===== src/sv/jrdm_pkg.sv =====
package jrdm_pkg;

  localparam int unsigned IR_LENGTH = 5;
  localparam logic [4:0] IR_IDCODE = 5'd1;
  localparam logic [4:0] IR_DTMCS = 5'd16;
  localparam logic [4:0] IR_DMI = 5'd17;

  localparam logic [3:0] RETRY_RESET = 4'd8;
  localparam logic [4:0] IDLE_CAP_RESET = 5'd16;

  localparam logic CFG_RETRY_LIMIT = 1'b0;
  localparam logic CFG_IDLE_CAP = 1'b1;

  // operation codes
  localparam logic [2:0] OP_NONE = 3'd0;
  localparam logic [2:0] OP_TAP_RESET = 3'd1;
  localparam logic [2:0] OP_IDCODE = 3'd2;
  localparam logic [2:0] OP_DTMCS = 3'd3;
  localparam logic [2:0] OP_DMI_READ = 3'd4;
  localparam logic [2:0] OP_DMI_WRITE = 3'd5;
  localparam logic [2:0] OP_DMI_RESET = 3'd6;

  // status codes
  localparam logic [1:0] ST_OK = 2'd0;
  localparam logic [1:0] ST_FAILED = 2'd1;
  localparam logic [1:0] ST_EXHAUSTED = 2'd2;
  localparam logic [1:0] ST_REJECTED = 2'd3;

  // dmi answer codes
  localparam logic [1:0] RESP_OK = 2'd0;
  localparam logic [1:0] RESP_BUSY = 2'd3;

  // scan steps within a command
  localparam logic [2:0] STEP_IR = 3'd0;
  localparam logic [2:0] STEP_DR = 3'd1;
  localparam logic [2:0] STEP_NOP = 3'd2;
  localparam logic [2:0] STEP_RST_IR = 3'd3;
  localparam logic [2:0] STEP_RST_DR = 3'd4;

  // tap states
  typedef enum logic [3:0] {
    TS_RESET, TS_IDLE, TS_SEL_DR, TS_CAP_DR, TS_SH_DR, TS_EX1_DR, TS_PAU_DR, TS_EX2_DR,
    TS_UPD_DR, TS_SEL_IR, TS_CAP_IR, TS_SH_IR, TS_EX1_IR, TS_PAU_IR, TS_EX2_IR, TS_UPD_IR
  } tap_t;

  typedef enum logic [2:0] {
    PH_NONE, PH_NAVRST, PH_NAVZERO, PH_HEADER, PH_SHIFT, PH_EXIT, PH_UPDATE, PH_RUNIDLE
  } phase_t;

  typedef struct packed {
    tap_t        tap;
    logic [5:0]  abits;
    logic [4:0]  idle_cnt;
    logic        tvalid;
    phase_t      phase;
    logic [6:0]  bidx;
    logic [63:0] sout;
    logic [33:0] sin;
    logic [3:0]  attempts;
    logic [4:0]  idle_rem;
    logic [2:0]  cmd;
    logic [29:0] addr;
    logic [31:0] data;
    logic [2:0]  step;
    logic [1:0]  pend;
  } state_t;

  typedef struct packed {
    logic        clock_pulse;
    logic        tms;
    logic        tdi;
    logic        busy_res;
    logic        done_res;
    logic [1:0]  status;
    logic [31:0] read_data;
  } result_t;

  function automatic tap_t tap_advance(tap_t s, logic t);
    tap_t n;
    n = TS_RESET;
    unique case (s)
      TS_RESET:  n = t ? TS_RESET : TS_IDLE;
      TS_IDLE:   n = t ? TS_SEL_DR : TS_IDLE;
      TS_SEL_DR: n = t ? TS_SEL_IR : TS_CAP_DR;
      TS_CAP_DR: n = t ? TS_EX1_DR : TS_SH_DR;
      TS_SH_DR:  n = t ? TS_EX1_DR : TS_SH_DR;
      TS_EX1_DR: n = t ? TS_UPD_DR : TS_PAU_DR;
      TS_PAU_DR: n = t ? TS_EX2_DR : TS_PAU_DR;
      TS_EX2_DR: n = t ? TS_UPD_DR : TS_SH_DR;
      TS_UPD_DR: n = t ? TS_SEL_DR : TS_IDLE;
      TS_SEL_IR: n = t ? TS_RESET : TS_CAP_IR;
      TS_CAP_IR: n = t ? TS_EX1_IR : TS_SH_IR;
      TS_SH_IR:  n = t ? TS_EX1_IR : TS_SH_IR;
      TS_EX1_IR: n = t ? TS_UPD_IR : TS_PAU_IR;
      TS_PAU_IR: n = t ? TS_EX2_IR : TS_PAU_IR;
      TS_EX2_IR: n = t ? TS_UPD_IR : TS_SH_IR;
      TS_UPD_IR: n = t ? TS_SEL_DR : TS_IDLE;
      default:   n = TS_RESET;
    endcase
    return n;
  endfunction

endpackage


===== src/sv/jrdm_core.sv =====
module jrdm_core import jrdm_pkg::*; (
  input  logic          clk,
  input  logic          rst,
  input  logic          step_en,
  input  logic [3:0]    retry_limit,
  input  logic [4:0]    idle_cap,
  input  logic [2:0]    operation,
  input  logic [29:0]   address,
  input  logic [31:0]   write_data,
  input  logic          tdo_bit,
  output result_t       res
);

  state_t st;
  state_t st_next;

  function automatic logic is_dmi(state_t s);
    return (s.cmd == OP_DMI_READ) || (s.cmd == OP_DMI_WRITE);
  endfunction

  function automatic logic is_ir(state_t s);
    return (s.step == STEP_IR) || (s.step == STEP_RST_IR);
  endfunction

  function automatic logic idles(state_t s);
    return is_dmi(s) && ((s.step == STEP_DR) || (s.step == STEP_NOP));
  endfunction

  function automatic state_t begin_scan(state_t s_in, logic [2:0] stp);
    state_t s;
    logic [4:0] instr;
    s = s_in;
    s.step = stp;
    s.bidx = '0;
    s.sin = '0;
    if (is_ir(s)) begin
      if (stp == STEP_RST_IR || s.cmd == OP_DTMCS || s.cmd == OP_DMI_RESET) instr = IR_DTMCS;
      else if (s.cmd == OP_IDCODE) instr = IR_IDCODE;
      else instr = IR_DMI;
      s.sout = {59'd0, instr};
    end else if (s.cmd == OP_DMI_RESET || stp == STEP_RST_DR) begin
      s.sout = 64'd1 << 16;
    end else if (is_dmi(s) && stp == STEP_DR) begin
      s.sout = {s.addr, s.data, (s.cmd == OP_DMI_READ) ? 2'd1 : 2'd2};
    end else begin
      s.sout = '0;
    end
    if (s.tap == TS_IDLE) s.phase = PH_HEADER;
    else if (s.tap == TS_RESET) s.phase = PH_NAVZERO;
    else s.phase = PH_NAVRST;
    return s;
  endfunction

  // one tck period of work
  always_comb begin
    state_t s;
    result_t r;
    logic [6:0] len;
    logic [5:0] pos;
    logic last;
    logic t;
    logic [31:0] low;
    logic sdone;
    s = st;
    r = '0;
    sdone = 1'b0;
    t = 1'b0;
    len = '0;
    pos = '0;
    last = 1'b0;
    low = '0;

    // command start
    if (s.phase == PH_NONE && operation >= OP_TAP_RESET && operation <= OP_DMI_RESET) begin
      s.cmd = operation;
      s.addr = address;
      s.data = write_data;
      s.attempts = '0;
      s.pend = ST_OK;
      if (operation >= OP_DMI_READ && (!s.tvalid || (operation != OP_DMI_RESET &&
          {2'b00, address} >= (32'd1 << s.abits[4:0])))) begin
        r.done_res = 1'b1;
        r.status = ST_REJECTED;
      end else if (operation == OP_TAP_RESET) begin
        s.phase = PH_NAVRST;
        s.bidx = '0;
      end else begin
        s = begin_scan(s, STEP_IR);
      end
    end

    // pin sequence
    if (s.phase != PH_NONE) begin
      r.clock_pulse = 1'b1;
      unique case (s.phase)
        PH_NAVRST: begin
          t = 1'b1;
          s.tap = tap_advance(s.tap, t);
          s.bidx = s.bidx + 7'd1;
          if (s.bidx >= 7'd6) begin
            s.bidx = '0;
            if (s.cmd == OP_TAP_RESET) begin
              s.tap = TS_RESET;
              s.phase = PH_NONE;
              r.done_res = 1'b1;
            end else begin
              s.phase = PH_NAVZERO;
            end
          end
        end
        PH_NAVZERO: begin
          s.tap = tap_advance(s.tap, 1'b0);
          s.phase = PH_HEADER;
          s.bidx = '0;
        end
        PH_HEADER: begin
          t = (s.bidx == 7'd0) || (is_ir(s) && s.bidx == 7'd1);
          s.tap = tap_advance(s.tap, t);
          s.bidx = s.bidx + 7'd1;
          if (s.bidx >= (is_ir(s) ? 7'd4 : 7'd3)) begin
            s.phase = PH_SHIFT;
            s.bidx = '0;
          end
        end
        PH_SHIFT: begin
          if (is_ir(s)) len = 7'(IR_LENGTH);
          else if (idles(s)) len = 7'd34 + {1'b0, s.abits};
          else len = 7'd32;
          pos = s.bidx[5:0];
          last = ({1'b0, s.bidx} + 8'd1) >= {1'b0, len};
          t = last;
          r.tdi = s.sout[pos];
          if (pos < 6'd34 && tdo_bit) s.sin[pos] = 1'b1;
          s.tap = tap_advance(s.tap, t);
          s.bidx = s.bidx + 7'd1;
          if (last) s.phase = PH_EXIT;
        end
        PH_EXIT: begin
          t = 1'b1;
          s.tap = tap_advance(s.tap, t);
          s.phase = PH_UPDATE;
        end
        PH_UPDATE: begin
          s.tap = tap_advance(s.tap, 1'b0);
          if (idles(s) && s.idle_cnt != 5'd0) begin
            s.idle_rem = s.idle_cnt;
            s.phase = PH_RUNIDLE;
          end else begin
            sdone = 1'b1;
          end
        end
        PH_RUNIDLE: begin
          s.tap = tap_advance(s.tap, 1'b0);
          if (s.idle_rem != 5'd0) s.idle_rem = s.idle_rem - 5'd1;
          if (s.idle_rem == 5'd0) sdone = 1'b1;
        end
        default: s.phase = PH_NONE;
      endcase
      r.tms = t;
    end

    // end of a scan
    if (sdone) begin
      low = s.sin[31:0];
      if (!is_dmi(s)) begin
        if (s.step == STEP_IR) begin
          s = begin_scan(s, STEP_DR);
        end else begin
          s.phase = PH_NONE;
          r.done_res = 1'b1;
          if (s.cmd == OP_IDCODE) begin
            r.read_data = low;
          end else if (s.cmd == OP_DTMCS) begin
            s.abits = low[9:4];
            s.tvalid = (low[3:0] == 4'd1) && (low[9:4] != 6'd0) && (low[9:4] <= 6'd30);
            s.idle_cnt = {2'b00, low[14:12]};
            r.read_data = low;
          end
        end
      end else begin
        case (s.step)
          STEP_IR: s = begin_scan(s, STEP_DR);
          STEP_DR: s = begin_scan(s, STEP_NOP);
          STEP_NOP: begin
            if (s.sin[1:0] == RESP_OK) begin
              s.phase = PH_NONE;
              r.done_res = 1'b1;
              if (s.cmd == OP_DMI_READ) r.read_data = s.sin[33:2];
            end else begin
              if (s.sin[1:0] == RESP_BUSY) begin
                s.attempts = s.attempts + 4'd1;
                if (s.idle_cnt < idle_cap) s.idle_cnt = s.idle_cnt + 5'd1;
                s.pend = (s.attempts >= retry_limit) ? ST_EXHAUSTED : ST_OK;
              end else begin
                s.pend = ST_FAILED;
              end
              s = begin_scan(s, STEP_RST_IR);
            end
          end
          STEP_RST_IR: s = begin_scan(s, STEP_RST_DR);
          default: begin
            if (s.pend == ST_OK) begin
              s = begin_scan(s, STEP_IR);
            end else begin
              s.phase = PH_NONE;
              r.done_res = 1'b1;
              r.status = s.pend;
            end
          end
        endcase
      end
    end

    r.busy_res = (s.phase != PH_NONE);
    st_next = s;
    res = r;
  end

  // state register
  always_ff @(posedge clk) begin
    if (rst) begin
      st <= '0;
    end else if (step_en) begin
      st <= st_next;
    end
  end

endmodule


===== src/sv/jtag_riscv_dmi_master.sv =====
// jtag host engine: one request per tck period, one result per request
// a result is registered at acceptance; step logic settles the whole period
// throughput: one request per cycle unless a result waits on out_ready
// reset: synchronous active-high rst puts the tap tracker in test logic reset,
// clears the transport and sequencer state and loads retry limit 8, idle cap 16
module jtag_riscv_dmi_master import jrdm_pkg::*; (
  input  logic        clk,
  input  logic        rst,
  input  logic        cfg_write_enable,
  input  logic        cfg_index,
  input  logic [4:0]  cfg_data,
  input  logic        in_valid,
  output logic        in_ready,
  input  logic [2:0]  operation,
  input  logic [29:0] address,
  input  logic [31:0] write_data,
  input  logic        tdo_bit,
  output logic        out_valid,
  input  logic        out_ready,
  output logic        clock_pulse,
  output logic        tms,
  output logic        tdi,
  output logic        busy_res,
  output logic        done_res,
  output logic [1:0]  status,
  output logic [31:0] read_data
);

  logic [3:0] retry_limit;
  logic [4:0] idle_cap;
  logic       accept;
  result_t    res;
  result_t    res_q;

  assign in_ready = !out_valid || out_ready;
  assign accept = in_valid && in_ready;

  jrdm_core u_core (
    .clk(clk), .rst(rst), .step_en(accept),
    .retry_limit(retry_limit), .idle_cap(idle_cap),
    .operation(operation), .address(address), .write_data(write_data),
    .tdo_bit(tdo_bit), .res(res)
  );

  // configuration registers
  always_ff @(posedge clk) begin
    if (rst) begin
      retry_limit <= RETRY_RESET;
      idle_cap <= IDLE_CAP_RESET;
    end else if (cfg_write_enable) begin
      unique case (cfg_index)
        CFG_RETRY_LIMIT: retry_limit <= cfg_data[3:0];
        CFG_IDLE_CAP:    idle_cap <= cfg_data;
        default: ;
      endcase
    end
  end

  // result register
  always_ff @(posedge clk) begin
    if (rst) begin
      out_valid <= 1'b0;
    end else if (accept) begin
      out_valid <= 1'b1;
    end else if (out_ready) begin
      out_valid <= 1'b0;
    end
  end

  always_ff @(posedge clk) begin
    if (accept) res_q <= res;
  end

  assign clock_pulse = res_q.clock_pulse;
  assign tms = res_q.tms;
  assign tdi = res_q.tdi;
  assign busy_res = res_q.busy_res;
  assign done_res = res_q.done_res;
  assign status = res_q.status;
  assign read_data = res_q.read_data;

endmodule


===== config.mk =====
export PLATFORM = sky130hd
export DESIGN_NAME = jtag_riscv_dmi_master
export DESIGN_NICKNAME = d
export VERILOG_FILES = /design/src/sv/jrdm_pkg.sv /design/src/sv/jrdm_core.sv /design/src/sv/jtag_riscv_dmi_master.sv
export SDC_FILE = /design/constraint.sdc
export NUM_CORES = 1
export LEC_CHECK = 0
export BUFFER_PORTS_ARGS = -buffer_cell sky130_fd_sc_hd__buf_2
export CAP_MARGIN = 30
export CORE_ASPECT_RATIO = 1.1
export CORE_MARGIN = 2
export CORE_UTILIZATION = 50
export DETAILED_ROUTE_END_ITERATION = 16
export PLACE_DENSITY = 0.76
export SLEW_MARGIN = 25
export SYNTH_ARGS = -nofsm -noshare
export SYNTH_HDL_FRONTEND = slang
export SYNTH_SLANG_ARGS = --single-unit

===== constraint.sdc =====
create_clock -name clk -period 8.6 [get_ports clk]
set_input_delay 0.43 -clock clk [delete_from_list [all_inputs] [get_ports clk]]
set_output_delay 0.43 -clock clk [all_outputs]
set_load 0.1 [all_outputs]

**Word-level counts from Yosys, hierarchy flattened**

Memory sizes are Yosys's and may differ from the RTL's. A register that Yosys moved wholly into a read port is not among the register bits.
Index checks and enable logic that the tools add are counted.

- Register bits after elaboration: 252
- ROM bits: 320
- Word-level logic and storage cells: 267
- Memories kept: 5

Memory list:

| name | depth | width | rd ports | clocked after memory_dff | wr ports | line | source |
|---|---|---|---|---|---|---|---|
| (no name shown) | 16 | 4 | 1 | 1 | 0 | jrdm_pkg.sv:81 | `unique case (s)` |
| (no name shown) | 16 | 4 | 1 | 1 | 0 | jrdm_pkg.sv:81 |  |
| (no name shown) | 16 | 4 | 1 | 1 | 0 | jrdm_pkg.sv:81 |  |
| (no name shown) | 16 | 4 | 1 | 1 | 0 | jrdm_pkg.sv:81 |  |
| (no name shown) | 16 | 4 | 1 | 1 | 0 | jrdm_pkg.sv:81 |  |

- Add/subtract/negate cells: 6
- $lt $le $gt $ge: 13
- Equality and inequality tests: 41
- Shifts and indexed selects: 1
- Multiplexer cells: 128
- Bitwise gates (word level): 2
- Reductions and logical operators: 46

Operator list:

| kind | count |
|---|---|
| $pmux 193 s4 | 1 |
| $mux 184 | 3 |
| $mux 199 | 2 |
| $mux 187 | 2 |
| $mux 32 | 7 |
| $mux 177 | 1 |
| $mux 34 | 3 |
| $pmux 4 s12 | 2 |
| $mux 4 | 22 |
| $mux 64 | 1 |
| $mux 5 | 11 |
| $mux 10 | 4 |
| $mux 2 | 18 |
| $mux 35 | 1 |
| $or 34x34->34 | 1 |
| $mux 3 | 11 |
| $eq 4x4->1 const B | 8 |
| $ge 30x32->1 | 1 |
| $shl 1x5->32 const A | 1 |
| $mux 7 | 4 |
| $pmux 4 s7 | 1 |
| $pmux 7 s4 | 1 |
| $eq 3x2->1 const B | 8 |
| $eq 3x3->1 const B | 8 |
| 53 further kinds | 115 |

**Logic depth before layout (Yosys ltp)**

Gate-level depths: netlist of run 1.

- Word-level depth: 27
- Mapped depth: 33

**Modules after synthesis**

From an unflattened synthesis of run 1, not the netlist that was laid out.

- Cells, all modules: 1,807
- Area total of the unflattened synthesis: 14,919.3 um^2

Modules (own cells, without submodules):

| module | times used | cells each | area an instance (um^2) | sequential area each (um^2) |
|---|---|---|---|---|
| jrdm_core | 1 | 1,727 | 13,327.8 | 4,224.1 |
| jtag_riscv_dmi_master | 1 | 80 | 1,591.5 | 1,371.3 |

**Least setup slack after synthesis of run 1**

OpenSTA, ideal clock, no wires.

- Path kind: register -> register
- From: register u_core.st[195] (netlist bit)
- To: register (tool-made name)
- Arrival time: 6,678 ps
- Data required time: 8,475 ps
- Path slack: 1,796 ps
- Stages on the path, launching flop included: 31
- Clock period less this slack: 6,804 ps
- Path through: dfxtp_1 clkbuf_1 nor3b_1 nand2_1 ha_1 nand3_1 or4_4 a311o_4 a21oi_1 buf_2 buf_1 clkbuf_1 buf_1 o21ai_0 inv_1 nand2_1 ha_1 nand2b_1 a211oi_1 o21bai_1 a21oi_1 o21ai_0 a21oi_2 mux2_2 o211a_1 o211ai_1 o221a_2 inv_1 ha_1 o21ai_1 o32ai_2

RTL lines:

| element | line | source |
|---|---|---|
| start: declaration | jrdm_core.sv:14 | `state_t st;` |
| start signal: assignment | jrdm_core.sv:224 | `st <= st_next;` |

==> results of run 1 <==
## power breakdown
part | switching, mW | total, mW | internal (mW) | leakage, nW
sequential | 0.0347 | 1.32 | 1.28 | 2.18
clock | 0.517 | 1.31 | 0.794 | 0.490
combinational | 0.464 | 0.657 | 0.193 | 3.52
## sequential cells by signal (all words and copies together) (netlist names), named ones only
name	flops
read_data	32
tms	1
busy_res	1
retry_limit	4
status	2
tdi	1
out_valid	1
clock_pulse	1
idle_cap	5
u_core.st	203
done_res	1
## final timing paths
kind                            slack (ps)           start  depth (start not counted)             to
worst max-delay path                  1310  u_core.st[195]                         26           flop
worst min-delay path                   120  write_data[31]                          3  u_core.st[36]
worst max register to register        1310  u_core.st[195]                         26           flop
worst min register to register         450   u_core.st[62]                          2  u_core.st[62]
## per-layer routing
layer,track usage,part of all wire
met5,0,0
met4,0.113,0.037
met3,0.0482,0.079
met2,0.455,0.45
met1,0.386,0.43
## tightest hold or removal path, delay by kind of cell
kind,cells,cell delay [ps]
buf+inv,1,100
simple gates,1,50
compound gates,1,50
## synth_stat cells, types with 12 or more instances
| cell type | count | area share |
|---|---|---|
| sky130_fd_sc_hd__a211oi_1 | 16 | 0.0082 |
| sky130_fd_sc_hd__a21oi_1 | 185 | 0.063 |
| sky130_fd_sc_hd__a221oi_1 | 12 | 0.0071 |
| sky130_fd_sc_hd__a22o_1 | 32 | 0.019 |
| sky130_fd_sc_hd__a22oi_1 | 20 | 0.010 |
| sky130_fd_sc_hd__and2_1 | 15 | 0.0064 |
| sky130_fd_sc_hd__buf_1 | 14 | 0.0036 |
| sky130_fd_sc_hd__buf_2 | 13 | 0.0044 |
| sky130_fd_sc_hd__clkbuf_1 | 91 | 0.023 |
| sky130_fd_sc_hd__dfxtp_1 | 221 | 0.30 |
| sky130_fd_sc_hd__edfxtp_1 | 39 | 0.080 |
| sky130_fd_sc_hd__ha_1 | 64 | 0.054 |
| sky130_fd_sc_hd__inv_1 | 34 | 0.0087 |
| sky130_fd_sc_hd__mux2i_1 | 74 | 0.050 |
| sky130_fd_sc_hd__nand2_1 | 300 | 0.076 |
| sky130_fd_sc_hd__nand2b_1 | 24 | 0.010 |
| sky130_fd_sc_hd__nand3_1 | 59 | 0.020 |
| sky130_fd_sc_hd__nand4_1 | 13 | 0.0055 |
| sky130_fd_sc_hd__nor2_1 | 136 | 0.035 |
| sky130_fd_sc_hd__nor2b_1 | 15 | 0.0064 |
| sky130_fd_sc_hd__nor3_1 | 47 | 0.016 |
| sky130_fd_sc_hd__o211ai_1 | 12 | 0.0061 |
| sky130_fd_sc_hd__o21ai_0 | 93 | 0.032 |
| sky130_fd_sc_hd__o22ai_1 | 13 | 0.0055 |
| sky130_fd_sc_hd__o2bb2ai_1 | 58 | 0.034 |
| sky130_fd_sc_hd__or3_1 | 13 | 0.0055 |
## kinds of logic after synthesis
kind of cell / after synthesis / synth area share
simple gates: 664 / 0.203
flops: 260 / 0.380
compound gates: 548 / 0.252
fa+ha+maj: 64 / 0.0544
buf+inv: 164 / 0.0451
xor+xnor: 16 / 0.00952
mux: 80 / 0.0554
## through the flow
| step | instance area, um2 | util |
|---|---|---|
| floorplan | 14700 | - |
| global placement | 15500 | 0.537 |
| detailed placement | 15500 | 0.537 |
| CTS | 16500 | 0.572 |
| global route | 16500 | 0.573 |
| finish | 16500 | 0.573 |
## final cells by class
type / instances / area, um2
Timing Repair Buffer: 144 / 803
Tap cell: 368 / 460
Clock buffer: 35 / 778
Clock inverter: 17 / 236
Inverter: 39 / 149
Multi-Input combinational cell: 1372 / 8510
Sequential cell: 260 / 5600
Fill cell: 2622 / 12300
==> impl_metrics.py, run 1 <==
metrics = {
    "floorplanning": {
        "die_outline_width_um": 168,
        "coreArea_um2": 28900,
        "design.die.area_um2": 30800,
        "core.rowCount": 65,
        "initial_core_util": 0.510,
        "die_height_um": 184,
        "design.portCount": 118,
    },
    "finish": {
        "antenna_cells_inserted": 0,
        "nNetsFinal": 1986,
        "drive_gt1_frac": 0.127,
        "areaGrowthSynthToFinish_pct": 12.3,
        "layout_common_cells": "sky130_fd_sc_hd__nand2_1 (298), sky130_fd_sc_hd__dfxtp_1 (221), sky130_fd_sc_hd__a21oi_1 (184), sky130_fd_sc_hd__nor2_1 (135), sky130_fd_sc_hd__buf_2 (116)",
        "mostFrequentLayoutCell": "sky130_fd_sc_hd__nand2_1",
        "fin_cells": 2235,
    },
    "synthesis": {
        "async_reset_ff_frac": 0,
        "synthesis_warnings": 0,
        "ff_latch_count_synth": 260,
        "synth.distinct_cells": 93,
        "synth_seq_area_share": 0.380,
        "post_synth_inst_count": 1796,
        "synth_ff_type": "sky130_fd_sc_hd__dfxtp_1",
        "synth_fp_nets": 1937,
        "mean_area_per_synthesized_cell_um2": 8.20,
        "post_synth_edffs": 39,
        "synth_area_um2": 14700,
    },
    "sta": {
        "slew_headroom": 0.326,
        "timing.final.ws_setup_ps": 1310,
        "timing_hold_violations_final": 0,
        "fin_crit_sh": 0.847,
        "min_period_ps": 7290,
        "finalMaxSlewViolations": 0,
        "grt_setup_unrepaired": "false",
        "hold-worst-slack_ps": 119,
        "tns_ps": 0,
        "final-setup-viol-count": 0,
        "worst_pin_slew_ps": 1010,
        "finalClockSkew_ps": 15.0,
        "achievable-frequency_mhz": 137,
    },
    "clocking": {
        "cts_tree": "yes",
        "clk_root_buffer_cell": "sky130_fd_sc_hd__clkbuf_16",
        "clk_transition_reported_paths_ps": 70,
        "clock_latency_ps": 560,
        "gates_resized_cts_repair": 0,
        "post_cts_hold_buffer_count": 0,
        "htreeDepth": 1,
        "cts-buffers-inserted": 28,
        "cts.sink_count": 260,
        "cts_buffer_depth": 3,
        "post_cts_setup_bufs": 0,
    },
    "global_routing": {
        "overflow": 0,
        "global_route.usage.total": 0.285,
        "grt_first_pass_wirelength_um": 71300,
        "grt_start_max_net_pins": 78,
        "grt_antenna_before_repair": 0,
        "via_count_of_the_first_global_routing_pass": 13100,
    },
    "detailed_routing": {
        "num_vias": 14000,
        "average_routed_wire_per_standard_cell_um": 20.2,
        "detailedRoute.firstPassIterationCount": 6,
        "antenna_violating_nets_post_route": 0,
        "drt_drc_violations_left": 0,
        "vias_per_cell": 6.28,
        "route.final.wire_length_um": 45100,
        "drt_first_iter_violations": 1284,
    },
    "setup_path": {
        "critPathKind": "flop to flop",
        "buf_inv_on_cp": 1,
        "critical_path_required_ps": 9040,
        "crit_path_max_incr_delay_ps": 610,
        "worst-path-max-fanout": 19,
        "crit_arrival_ps": 7720,
        "path_delay_family": "compound AO/OA/AOI/OAI gates",
        "critPathCaptureType": "flop",
        "crit_path_start_kind": "flop",
        "timing.critical_path.slowest_stage_cell": "sky130_fd_sc_hd__or4_4",
        "crit_top_cell": "sky130_fd_sc_hd__ha_1",
    },
    "worst_hold_path": {
        "timing.hold.worst.class": "input port to flop",
    },
    "flow_run": {
        "max_cap_viol": 0,
    },
    "power": {
        "p_total_mw": 3.29,
        "power.density_nw_per_um2": 199,
        "power.ir.vdd_worst_uv": 162,
        "p_leak_nw": 6.20,
    },
    "place": {
        "numPlacedInstances": 2181,
        "io_buffer_count": 117,
        "place.detailed.hpwl_um": 31500,
        "post_place_setup_slack_ps": 1510,
        "gp_congestion": 0.975,
    },
    "status": {
        "outcome": "finished clean",
    },
}
(Power assumes the default switching activity.)
==> run 2, diff against run 1 <==
- PLACE_DENSITY: 0.76 -> 0.79
- clock period: 8.6 -> 6.4 ns (I/O delays scaled with it)
==> impl_metrics.py, run 2 (synthesized netlist as in run 1, its figures left out) <==
metrics = {
    "status": {
        "outcome": "finished clean",
    },
    "worst_hold_path": {
        "whs_endpoint": "u_core.st[8]",
        "hold_depth": 3,
        "timing.hold.worst.class": "input port to flop",
        "startpoint_of_the_lowest_slack_hold_path": "write_data[3]",
    },
    "detailed_routing": {
        "antenna_violating_nets_post_route": 0,
        "drt_drc_violations_left": 0,
        "detailedRoute.firstPassIterationCount": 6,
        "num_vias": 14400,
        "average_routed_wire_per_standard_cell_um": 20.4,
        "vias_per_cell": 6.32,
        "drt_first_iter_violations": 1602,
        "route.final.wire_length_um": 46500,
    },
    "finish": {
        "finalCoreUtilization": 0.584,
        "drive_gt1_frac": 0.147,
        "nNetsFinal": 2027,
        "layout_common_cells": "sky130_fd_sc_hd__nand2_1 (298), sky130_fd_sc_hd__dfxtp_1 (219), sky130_fd_sc_hd__a21oi_1 (184), sky130_fd_sc_hd__nor2_1 (134), sky130_fd_sc_hd__buf_2 (116)",
        "mostFrequentLayoutCell": "sky130_fd_sc_hd__nand2_1",
        "flip_flop_count_of_the_largest_register_all_copies_and_words_added": 203,
        "fin_cells": 2273,
        "register_with_the_most_flip_flops": "u_core.st",
        "antenna_cells_inserted": 0,
        "areaGrowthSynthToFinish_pct": 14.4,
    },
    "floorplanning": {
        "coreArea_um2": 28900,
        "initial_core_util": 0.510,
        "die_outline_width_um": 168,
        "die_height_um": 184,
        "design.portCount": 118,
        "core.rowCount": 65,
        "design.die.area_um2": 30800,
    },
    "sta": {
        "worst_pin_slew_ps": 946,
        "slew_headroom": 0.369,
        "grt_setup_unrepaired": "false",
        "fin_crit_sh": 0.955,
        "min_period_ps": 6110,
        "finalClockSkew_ps": 30.3,
        "tns_ps": 0,
        "timing_hold_violations_final": 0,
        "timing.final.ws_setup_ps": 289,
        "finalMaxSlewViolations": 0,
        "final-setup-viol-count": 0,
        "achievable-frequency_mhz": 164,
    },
    "setup_path": {
        "crit-reg2reg-launch": "u_core.st[193]",
        "crit_path_start_kind": "flop",
        "regToRegSetupSlack_ps": 290,
        "ff2ff_path_depth": 25,
        "crit_arrival_ps": 6540,
        "worst-path-max-fanout": 6,
        "critPathCaptureType": "flop",
        "critical_path_required_ps": 6830,
        "critPathKind": "flop to flop",
    },
    "clocking": {
        "cts_buffer_depth": 3,
        "cts_tree": "yes",
        "clk_root_buffer_cell": "sky130_fd_sc_hd__clkbuf_16",
        "htreeDepth": 1,
        "clk_transition_reported_paths_ps": 70,
        "clock_latency_ps": 560,
        "cts-buffers-inserted": 28,
        "cts.sink_count": 260,
    },
    "global_routing": {
        "via_count_of_the_first_global_routing_pass": 13300,
        "global_route.usage.total": 0.292,
        "grt_antenna_before_repair": 0,
        "grt_first_pass_wirelength_um": 72700,
        "grt_start_max_net_pins": 81,
        "overflow": 0,
    },
    "power": {
        "sequential_power_share": 0.407,
        "netSwitchingPower_mw": 1.37,
        "power.internal_mw": 2.99,
        "power_frac_clock": 0.380,
        "power.ir.vdd_worst_uv": 213,
        "combinational_share_of_power": 0.213,
        "p_total_mw": 4.36,
        "p_sw_frac": 0.314,
        "p_leak_nw": 6.35,
        "power.density_nw_per_um2": 259,
    },
    "place": {
        "post_place_setup_slack_ps": -67.9,
        "place.detailed.hpwl_um": 32700,
        "numPlacedInstances": 2211,
        "io_buffer_count": 117,
        "gp_congestion": 0.997,
    },
    "flow_run": {
        "max_cap_viol": 0,
    },
}
[run 2: area by class of cell]
type,count,area [um2]
multi-input combinational,1372,8580
sequential,260,5600
clock buffer,36,741
inverter,39,149
fill,2600,12000
timing repair buffer,185,1140
clock inverter,13,188
tap,368,460
[run 2: routing by layer]
metal | vias up | global-route usage | wire length [um]
met1 | 6803 | 0.394 | 19700
met3 | 133 | 0.0323 | 3530
met2 | 700 | 0.487 | 21700
li1 | 6722 | - | -
met4 | 0 | 0.105 | 1560
met5 | - | 0 | 0
[run 2: stage by stage]
| stage | instance area [um2] | hold slack (ps) |
|---|---|---|
| floorplan | 14700 | 424 |
| global placement | 15700 | 436 |
| detailed placement | 15700 | 444 |
| CTS | 16800 | 1.78 |
| global route | 16900 | 6.72 |
| finish | 16900 | 11.6 |
[run 2: power groups by stage]
stage,Clock [mW],Sequential (mW),Combinational (mW)
after floorplan,0,1.90,0.534
after global placement,0,1.81,0.881
after detailed placement,0,1.81,0.896
after CTS,1.67,1.77,0.906
after global routing,1.74,1.78,0.995
final,1.66,1.78,0.930
[run 2: how the worst max path moves through the flow]
stage | start | endpoint
5_1_grt | u_core.st[194] | flop
6_report | u_core.st[193] | flop
3_3_place_gp | u_core.st[195] | flop
4_1_cts | u_core.st[193] | flop
3_5_place_dp | u_core.st[195] | flop
2_1_floorplan | u_core.st[195] | flop
[run 2: repair_timing]
| item | 4_1_cts | 5_1_grt |
|---|---|---|
| setup endpoints to repair | 5 | 10 |
| endpoints found under the hold margin | 6 | 0 |
| hold buffers | 6 | 0 |
| resized for setup | 3 | 14 |
| cloned | 0 | 0 |
| buffers inserted | 2 | 5 |
| pin swaps | 0 | 4 |
[run 2: worst max-delay path, cell delays in order, from the launching register on]
cell and delay, ps:
sky130_fd_sc_hd__dfxtp_1 410, sky130_fd_sc_hd__buf_4 190, sky130_fd_sc_hd__and3b_2 240, sky130_fd_sc_hd__nand2_1 70, sky130_fd_sc_hd__ha_1 300, sky130_fd_sc_hd__nand3_1 130
sky130_fd_sc_hd__or4_4 600, sky130_fd_sc_hd__a311o_4 410, sky130_fd_sc_hd__a211oi_4 330, sky130_fd_sc_hd__ha_4 230, sky130_fd_sc_hd__xor2_2 200, sky130_fd_sc_hd__inv_2 100
sky130_fd_sc_hd__ha_1 220, sky130_fd_sc_hd__a211oi_1 230, sky130_fd_sc_hd__o21bai_1 110, sky130_fd_sc_hd__a21oi_1 150, sky130_fd_sc_hd__o21ai_1 160, sky130_fd_sc_hd__a21oi_2 240
sky130_fd_sc_hd__buf_4 160, sky130_fd_sc_hd__mux2_4 290, sky130_fd_sc_hd__a221o_1 370, sky130_fd_sc_hd__o31ai_4 360, sky130_fd_sc_hd__buf_4 210, sky130_fd_sc_hd__nor2_1 40
sky130_fd_sc_hd__a211oi_1 170, sky130_fd_sc_hd__a31oi_1 60
==> run 3, diff against run 2 <==
- CORE_MARGIN: 2 -> default
- SYNTH_HIERARCHICAL: default -> 1
==> impl_metrics.py, run 3 <==
metrics = {
    "status": {
        "outcome": "finished clean",
    },
    "power": {
        "power.internal_mw": 2.94,
        "sequential_power_share": 0.413,
        "power.density_nw_per_um2": 250,
        "p_sw_frac": 0.317,
        "power.ir.vdd_worst_uv": 232,
        "power_frac_clock": 0.377,
        "combinational_share_of_power": 0.210,
        "p_leak_nw": 6.43,
        "netSwitchingPower_mw": 1.36,
        "p_total_mw": 4.30,
    },
    "synthesis": {
        "synth_commonest_cells": "sky130_fd_sc_hd__nand2_1 (306), sky130_fd_sc_hd__dfxtp_1 (221), sky130_fd_sc_hd__a21oi_1 (164)",
        "post-synth-top-count-cell": "sky130_fd_sc_hd__nand2_1",
        "synthesis_warnings": 6,
        "synth_largest_area_cell": "sky130_fd_sc_hd__dfxtp_1",
        "post_synth_inst_count": 1807,
        "synth_area_um2": 14900,
        "synth_ff_type": "sky130_fd_sc_hd__dfxtp_1",
        "synth.distinct_cells": 92,
        "post_synth_edffs": 39,
        "mean_area_per_synthesized_cell_um2": 8.26,
        "synth_seq_area_share": 0.375,
        "async_reset_ff_frac": 0,
        "synth_area_leaders": "sky130_fd_sc_hd__dfxtp_1 (30%), sky130_fd_sc_hd__edfxtp_1 (7.8%), sky130_fd_sc_hd__nand2_1 (7.7%), sky130_fd_sc_hd__a21oi_1 (5.5%), sky130_fd_sc_hd__mux2i_1 (5.5%)",
        "synth_fp_nets": 1948,
        "ff_latch_count_synth": 260,
        "yosysTopAreaCellShare": 0.297,
    },
    "clocking": {
        "clock_latency_ps": 560,
        "cts_tree": "yes",
        "clk_root_buffer_cell": "sky130_fd_sc_hd__clkbuf_16",
        "cts-buffers-inserted": 27,
        "clk_transition_reported_paths_ps": 70,
        "cts.sink_count": 260,
        "htreeDepth": 1,
        "cts_buffer_depth": 3,
    },
    "setup_path": {
        "worst-path-max-fanout": 12,
        "path_delay_family": "compound AO/OA/AOI/OAI gates",
        "critPathKind": "flop to flop",
        "critical_path_required_ps": 6830,
        "crit_arrival_ps": 6480,
        "critPathCaptureType": "flop",
        "timing.critical_path.slowest_stage_cell": "sky130_fd_sc_hd__a2111o_1",
        "buf_inv_on_cp": 2,
        "crit_path_start_kind": "flop",
        "crit_path_max_incr_delay_ps": 480,
    },
    "global_routing": {
        "grt_start_max_net_pins": 85,
        "grt_first_pass_wirelength_um": 72100,
        "grt_antenna_before_repair": 3,
        "overflow": 0,
        "via_count_of_the_first_global_routing_pass": 13500,
        "global_route.usage.total": 0.290,
    },
    "floorplanning": {
        "design.portCount": 118,
        "die_outline_width_um": 167,
        "coreArea_um2": 29000,
        "die_height_um": 183,
        "design.die.area_um2": 30500,
        "core.rowCount": 65,
        "initial_core_util": 0.514,
    },
    "detailed_routing": {
        "num_vias": 14400,
        "antenna_violating_nets_post_route": 0,
        "detailedRoute.firstPassIterationCount": 6,
        "drt_first_iter_violations": 1635,
        "m1_wire_length_um": 19500,
        "route.final.wire_length_um": 45100,
        "routed.top_layer": "met4",
        "wl_met2_um": 20500,
        "drt_drc_violations_left": 0,
        "average_routed_wire_per_standard_cell_um": 19.7,
        "wl_met3_um": 3460,
        "vias_per_cell": 6.32,
    },
    "finish": {
        "fin_cells": 2286,
        "nNetsFinal": 2036,
        "register_with_the_most_flip_flops": "u_core/st",
        "fill_cells": 2541,
        "flip_flop_count_of_the_largest_register_all_copies_and_words_added": 203,
        "drive_gt1_frac": 0.146,
        "layout_common_cells": "sky130_fd_sc_hd__nand2_1 (304), sky130_fd_sc_hd__dfxtp_1 (216), sky130_fd_sc_hd__a21oi_1 (164), sky130_fd_sc_hd__nor2_1 (139), sky130_fd_sc_hd__buf_2 (116)",
        "areaGrowthSynthToFinish_pct": 15.1,
        "mostFrequentLayoutCell": "sky130_fd_sc_hd__nand2_1",
    },
    "sta": {
        "achievable-frequency_mhz": 165,
        "timing_hold_violations_final": 0,
        "min_period_ps": 6050,
        "final-setup-viol-count": 0,
        "slew_headroom": 0.335,
        "finalMaxSlewViolations": 0,
        "finalClockSkew_ps": 16.0,
        "worst_pin_slew_ps": 998,
        "fin_crit_sh": 0.946,
    },
    "place": {
        "gp_congestion": 0.996,
        "io_buffer_count": 117,
        "numPlacedInstances": 2202,
        "place.detailed.hpwl_um": 30500,
    },
    "flow_run": {
        "max_cap_viol": 0,
    },
    "worst_hold_path": {
        "timing.hold.worst.class": "input port to flop",
    },
}
## run 3: cell count changes in the layout (fill, tap and decap cells not counted), moves of 16 or more
cell	previous run	this run
sky130_fd_sc_hd__a21oi_1	184	164
sky130_fd_sc_hd__dlygate4sd3_1	6	22
sky130_fd_sc_hd__o22ai_1	13	43
sky130_fd_sc_hd__a22oi_1	20	39
sky130_fd_sc_hd__o21ai_0	91	50
sky130_fd_sc_hd__nand3_1	59	32
sky130_fd_sc_hd__a22o_1	32	9
## run 3: worst reg2reg max path, cell delays in order (launching register included)
cell and delay [ps]:
sky130_fd_sc_hd__dfxtp_4 410, sky130_fd_sc_hd__and3b_1 320, sky130_fd_sc_hd__nand2_1 100, sky130_fd_sc_hd__ha_1 300, sky130_fd_sc_hd__a21oi_1 140, sky130_fd_sc_hd__o21ai_0 120, sky130_fd_sc_hd__a221o_1 420, sky130_fd_sc_hd__o311a_1 420
sky130_fd_sc_hd__o31ai_4 280, sky130_fd_sc_hd__o21ai_4 90, sky130_fd_sc_hd__o21ai_0 190, sky130_fd_sc_hd__inv_1 190, sky130_fd_sc_hd__nand2_1 100, sky130_fd_sc_hd__ha_1 220, sky130_fd_sc_hd__nand2b_1 150, sky130_fd_sc_hd__a211oi_1 240
sky130_fd_sc_hd__o21a_1 220, sky130_fd_sc_hd__o31ai_4 100, sky130_fd_sc_hd__a21oi_4 270, sky130_fd_sc_hd__nand2_1 130, sky130_fd_sc_hd__a2111o_1 480, sky130_fd_sc_hd__a31oi_4 340, sky130_fd_sc_hd__inv_1 140, sky130_fd_sc_hd__ha_1 310
sky130_fd_sc_hd__nor3_1 180, sky130_fd_sc_hd__a311oi_1 70
## run 3: cell type report
cell class | instances | area (um2) | area share
multi-input cells | 1371 | 8810 | 0.513
diodes | 3 | 7.51 | 0.000437
well taps | 368 | 460 | 0.0268
flip-flops and latches | 260 | 5610 | 0.327
inverters | 43 | 161 | 0.00940
repair buffers | 192 | 1220 | 0.0711
clock inverters | 15 | 179 | 0.0104
clock buffers | 34 | 722 | 0.0421
## run 3: path summary, 6_finish.rpt
check                 startpoint            end  slack (ps)  cells after the start
setup reg to reg  u_core/st[194]           flop         350                     25
setup / recovery  u_core/st[194]           flop         350                     25
hold reg to reg    u_core/st[20]  u_core/st[20]         450                      2
hold / removal    write_data[31]  u_core/st[36]          20                      3
## run 3: cell families (layout without fill, tap and decap cells)
kind of cell / after synthesis / in the layout / synth area share
fa+ha+maj: 64 / 64 / 0.0537
compound gates: 526 / 526 / 0.244
simple gates: 672 / 672 / 0.205
xor+xnor: 19 / 19 / 0.0112
mux: 90 / 90 / 0.0618
other cells: 0 / 3 / 0
flops: 260 / 260 / 0.375
buf+inv: 176 / 284 / 0.0493
## run 3: power groups by stage
stage | clock network, mW | registers, mW | logic, mW
after global placement | 0 | 1.81 | 0.853
after CTS | 1.65 | 1.78 | 0.878
after floorplan | 0 | 1.90 | 0.544
after detailed placement | 0 | 1.81 | 0.861
after global routing | 1.71 | 1.78 | 0.966
final | 1.62 | 1.78 | 0.903
## run 3: per-layer routing
| layer | up-vias | global-route usage |
|---|---|---|
| met5 | - | 0 |
| met4 | 0 | 0.116 |
| met3 | 119 | 0.0468 |
| met2 | 698 | 0.468 |
| met1 | 6838 | 0.387 |
| li1 | 6783 | - |
## run 3: metrics by stage
stage	setup TNS, ps	setup WS (ps)	util	hold WS, ps	cell area [um2]
2_1_floorplan	0	29.9	-	427	15000
3_3_place_gp	0	217	0.546	441	15800
3_5_place_dp	-18.8	-18.8	0.546	443	15800
4_1_cts	0	26.4	0.585	0.0886	17000
5_1_grt	-33.5	-33.5	0.591	7.27	17200
6_report	0	346	0.591	24.1	17200
## run 3: repair_timing
item | in CTS | in global routing
setup buffers | 0 | 9
gates cloned | 0 | 0
gates resized for setup | 3 | 23
endpoints found under the hold margin | 22 | 0
endpoints found under the setup margin | 1 | 10
hold buffers | 22 | 0
pin swaps | 0 | 4
